--- src/design/brpi_pkg.sv ---
// Package with shared constants and types for the box/ray/point intersection tester.
package brpi_pkg;

    localparam int COORD_BITS_DEF = 32;
    localparam int CFG_IDX_BITS   = 3;
    localparam int T_BITS         = 32;
    localparam int Q_FRAC         = 16;
    localparam int Q_INT          = 15;

    typedef enum logic [1:0] {
        REQ_BOX     = 2'd0,
        REQ_SEGMENT = 2'd1,
        REQ_POINT   = 2'd2,
        REQ_RAYRAY  = 2'd3
    } req_type_t;

    typedef enum logic [2:0] {
        REG_LO_X = 3'd0,
        REG_LO_Y = 3'd1,
        REG_LO_Z = 3'd2,
        REG_HI_X = 3'd3,
        REG_HI_Y = 3'd4,
        REG_HI_Z = 3'd5
    } reg_idx_t;

    // Per-axis status from the first stage to the combining stage.
    typedef struct packed {
        logic zero_dir;
        logic in_slab;
    } axis_flags_t;

endpackage

--- src/design/brpi_slab_div.sv ---
// Pipelined restoring divider producing a saturated signed Q15.16 slab parameter.
module brpi_slab_div
    import brpi_pkg::*;
#(
    parameter int W = COORD_BITS_DEF + 1
)
(
    input  logic                    clk,
    input  logic signed [W:0]       num,
    input  logic signed [W:0]       den,
    output logic signed [T_BITS:0]  quo
);

    // One quotient bit per stage: Q_INT+1 overflow-guard/integer bits and Q_FRAC fraction bits.
    localparam int NB = Q_INT + 1 + Q_FRAC;
    localparam int RW = W + 2;

    logic [RW-1:0] rem_reg  [0:NB];
    logic [RW-1:0] d_reg    [0:NB];
    logic [NB-1:0] q_reg    [0:NB];
    logic          neg_reg  [0:NB];
    logic          ovf_reg  [0:NB];
    logic [W:0]    n_hi_reg [0:NB];

    logic [W:0] n_abs;
    logic [W:0] d_abs;

    assign n_abs = num[W] ? (W+1)'(0) - num : num;
    assign d_abs = den[W] ? (W+1)'(0) - den : den;

    // Integer bits above 2^15 are checked by comparing n against d << 15 in stage 0.
    // The dividend is n << 16; its bits above the 32 quotient positions seed the
    // remainder, and the low 16 bits of n are shifted in from the top of n_hi_reg.
    always_ff @(posedge clk)
    begin
        rem_reg[0]  <= RW'(n_abs >> (Q_INT + 1));
        d_reg[0]    <= RW'(d_abs);
        q_reg[0]    <= '0;
        neg_reg[0]  <= num[W] ^ den[W];
        ovf_reg[0]  <= ({2'b0, n_abs} >> Q_INT) >= {1'b0, d_abs};
        n_hi_reg[0] <= n_abs << (W - Q_INT);
    end

    for (genvar s = 0; s < NB; s++) begin : g_stage
        logic [RW-1:0] trial;
        logic [RW-1:0] shifted;
        logic          nbit;
        always_comb
        begin
            // Numerator bits arrive at the top of n_hi_reg, zeros once they run out.
            nbit    = n_hi_reg[s][W];
            shifted = {rem_reg[s][RW-2:0], nbit};
            trial   = shifted - d_reg[s];
        end
        always_ff @(posedge clk)
        begin
            if (shifted >= d_reg[s]) begin
                rem_reg[s+1] <= trial;
                q_reg[s+1]   <= {q_reg[s][NB-2:0], 1'b1};
            end else begin
                rem_reg[s+1] <= shifted;
                q_reg[s+1]   <= {q_reg[s][NB-2:0], 1'b0};
            end
            d_reg[s+1]    <= d_reg[s];
            neg_reg[s+1]  <= neg_reg[s];
            ovf_reg[s+1]  <= ovf_reg[s];
            n_hi_reg[s+1] <= n_hi_reg[s] << 1;
        end
    end

    logic [T_BITS-1:0] mag;
    always_comb
    begin
        mag = ovf_reg[NB] ? {1'b0, {(T_BITS-1){1'b1}}} : T_BITS'(q_reg[NB]);
        quo = neg_reg[NB] ? -$signed({1'b0, mag}) : $signed({1'b0, mag});
    end

endmodule

--- config.mk ---
export PLATFORM = sky130hd
export DESIGN_NAME = brpi_slab_div
export DESIGN_NICKNAME = d
export VERILOG_FILES = /design/src/design/brpi_pkg.sv /design/src/design/brpi_slab_div.sv
export SDC_FILE = /design/constraint.sdc
export NUM_CORES = 2
export LEC_CHECK = 0
export BUFFER_PORTS_ARGS = -buffer_cell sky130_fd_sc_hd__buf_4
export CAP_MARGIN = 30
export CELL_PAD_IN_SITES_DETAIL_PLACEMENT = 0
export CELL_PAD_IN_SITES_GLOBAL_PLACEMENT = 1
export CORE_ASPECT_RATIO = 1.5
export CORE_MARGIN = 2
export CORE_UTILIZATION = 30
export DETAILED_ROUTE_END_ITERATION = 12
export PLACE_DENSITY = 0.65
export SLEW_MARGIN = 20
export SYNTH_ARGS = -nofsm -noshare
export SYNTH_HDL_FRONTEND = slang
export SYNTH_MEMORY_MAX_BITS = 65536
export SYNTH_SLANG_ARGS = --single-unit
--- constraint.sdc ---
create_clock -name clk -period 5.22 [get_ports clk]
set_input_delay 1.305 -clock clk [delete_from_list [all_inputs] [get_ports clk]]
set_output_delay 1.305 -clock clk [all_outputs]
set_load 0.1 [all_outputs]
==> results.toml <==
[routing]
vias = 95000
ant_nets = 0
drt-wirelength-per-cell_um = 19.0
drtIter0Drc = 3771
first_pass_iters = 5
viasPerCell = 4.76
drc = 0
wirelength_mm = 380

[worst_hold_path]
min_path_type = "reg -> reg"
worstHoldStart = "q_reg[5][0]"
min_delay_path_depth = 0
min_to = "q_reg[6][1]"

[setup_path]
start_kind = "flip-flop"
reg2reg_depth = 11
arrival_ps = 3870
regToRegEndpoint = "rem_reg[21][24]"
cp_max_fo = 4
rrSetupSlack_ps = 350
crit_type = "reg -> out"
r2r-start = "d_reg[0][706]"
endpoint_kind = "primary output"
crit_required_ps = 3910

[sta]
finalCritPeriodShare = 0.992
finalHoldViolCount = 0
slew_violations = 0
grt_setup_unrepaired = "true"
hold_slack_ps = 295
fin_skew_ps = 64.4
layout_min_cycle_time_ps = 5180
tightest_slew_ps = 1010
setup_viol = 0
max_freq_mhz = 193
slew_headroom = 0.319

[floorplanning]
rows = 293
die_x_um = 537
fp.dieArea_um2 = 432000
ios = 102
start_util = 0.302
die_h_um = 804
coreArea_um2 = 425000

[finish]
drive_above_1_share = 0.0863
finish.net_count = 15200
syn_to_final_growth_pct = 15.3
multi_input_area_um2 = 64100
design_area_um2 = 148000
final_cells = 20000
nFillCells = 43900
fin_util = 0.348
seqCellArea_um2 = 57900
largest_reg_flops = 1088

[yosys]
syn_avg_cell_area_um2 = 9.31
synth_fp_nets = 14900
ys_warn_count = 0
yosysMostFrequentCell = "dfxtp_1"
syn_area_um2 = 128000
async_reset_ff_frac = 0
synth_cell_type_count = 85
synth_common_cells = "dfxtp_1 (2890), inv_1 (1405), a21oi_1 (1134)"
synth_area_leaders = "dfxtp_1 (45%), ha_1 (11%), a21oi_1 (4.4%)"
yosys_register_bits = 2890
netlist_instances = 13800
ys_seq_area_frac = 0.452
synth_ff_type = "dfxtp_1"
synth_edf_count = 0
synth_top_cell_by_area = "dfxtp_1"
synth_top_area_frac = 0.452

[clock_network]
htree_levels = 5
cts_buffers = 306
postCtsHoldBufs = 0
clock_tree.buffer_depth = 4
cts_root_buf = "clkbuf_16"
cts_tree = "done"
clk_pin_slew_ps = 60
cts_sinks = 2890
clk_latency_ps = 940

[placed_design]
hpwl_mm = 311
placed_area_um2 = 137000
port_buffers = 101
dp.cells = 19300
gp_congestion = 0.989

[global_routing]
grt_pass1_vias = 98500
grt_overflow = 0
grt_start_max_net_pins = 68
grt_pass1_wl_mm = 565
grtUsageTotal = 0.171
grt_antenna_before_repair = 23

[status]
status = "finished clean"

[run]
max_cap_viol_count = 0

[pwr]
power.density_nw_per_um2 = 679
leakage_nw = 67.7
peakVddDrop_v = 0.000324
## placed cells by master (no fill, tap or decap), types with 133 or more instances in the layout
| master | n |
|---|---|
| nand2_1 | 1040 |
| xor2_1 | 390 |
| nor2_1 | 657 |
| nand3_1 | 212 |
| a21o_1 | 643 |
| clkbuf_16 | 314 |
| mux2_2 | 279 |
| dfxtp_1 | 2888 |
| inv_1 | 1404 |
| nor2b_1 | 205 |
| o21a_1 | 133 |
| buf_4 | 273 |
| a21oi_1 | 1123 |
| xnor2_1 | 554 |
| ha_1 | 1093 |
| nand4_1 | 170 |
| nand2b_1 | 175 |
| o21ai_0 | 947 |
## power by group
part / total [mW] / switching (mW) / internal, mW
sequential: 31.5 / 3.41 / 28.1
combinational: 46.4 / 27.0 / 19.5
clock: 22.3 / 9.26 / 13.0
## worst max-delay path, cell delays in order (launching register included)
cell and delay [ps]:
dfxtp_1 310, or2_4 270, inv_2 70, ha_4 140, nand4b_1 120, or2_4 330, or3_4 430, nor4_4 330
nand3_2 120, buf_4 160, o31a_1 220, o31a_1 270, buf_12 180
## per-layer routing
layer	track usage	part of all wire
met2	0.366	0.58
met5	0	0.00011
met3	0.0203	0.025
met1	0.130	0.30
met4	0.142	0.093
## timing repair
action / CTS / global route
setup buffers: 0 / 3
resized for setup: 31 / 16
pin swaps: 2 / 4
setup endpoints to repair: 17 / 6
## through the flow
step           power [mW]  setup slack (ps)  setup TNS, ps
2_1_floorplan        64.1              15.4              0
3_3_place_gp         78.0              -620           -620
3_5_place_dp         78.2              -595           -595
4_1_cts               101             -51.5          -82.3
5_1_grt               107              -150           -207
6_report              100              42.2              0
## how the worst max path moves through the flow
stage / from / endpoint / slack, ps / cells after the start
final: q_reg[32][0] / quo[30] / 40 / 12
after global routing: ovf_reg[32] / quo[30] / -150 / 12
after CTS: ovf_reg[32] / quo[30] / -50 / 12
after detailed placement: num[13] / ovf_reg[0] / -600 / 17
after global placement: num[13] / ovf_reg[0] / -620 / 17
after floorplan: ovf_reg[32] / quo[28] / 20 / 10
## cell families (layout without fill, tap and decap cells)
group	Yosys count	in the layout	share of synthesized area
compound gates	3722	3722	0.180
simple gates	3036	3036	0.114
flops	2890	2890	0.452
buf+inv	1731	2272	0.0509
fa+ha+maj	1125	1125	0.112
xor+xnor	949	949	0.0649
mux	297	297	0.0260
other cells	0	75	0
## cell type report
class | count | area share
Clock buffer | 440 | 0.0613
Multi-Input combinational cell | 9129 | 0.434
Tap cell | 5605 | 0.0475
Timing Repair Buffer | 314 | 0.0187
Sequential cell | 2890 | 0.392
Clock inverter | 112 | 0.00911
Inverter | 1406 | 0.0358
Antenna cell | 75 | 0.00127
(Power assumes the default switching activity.)
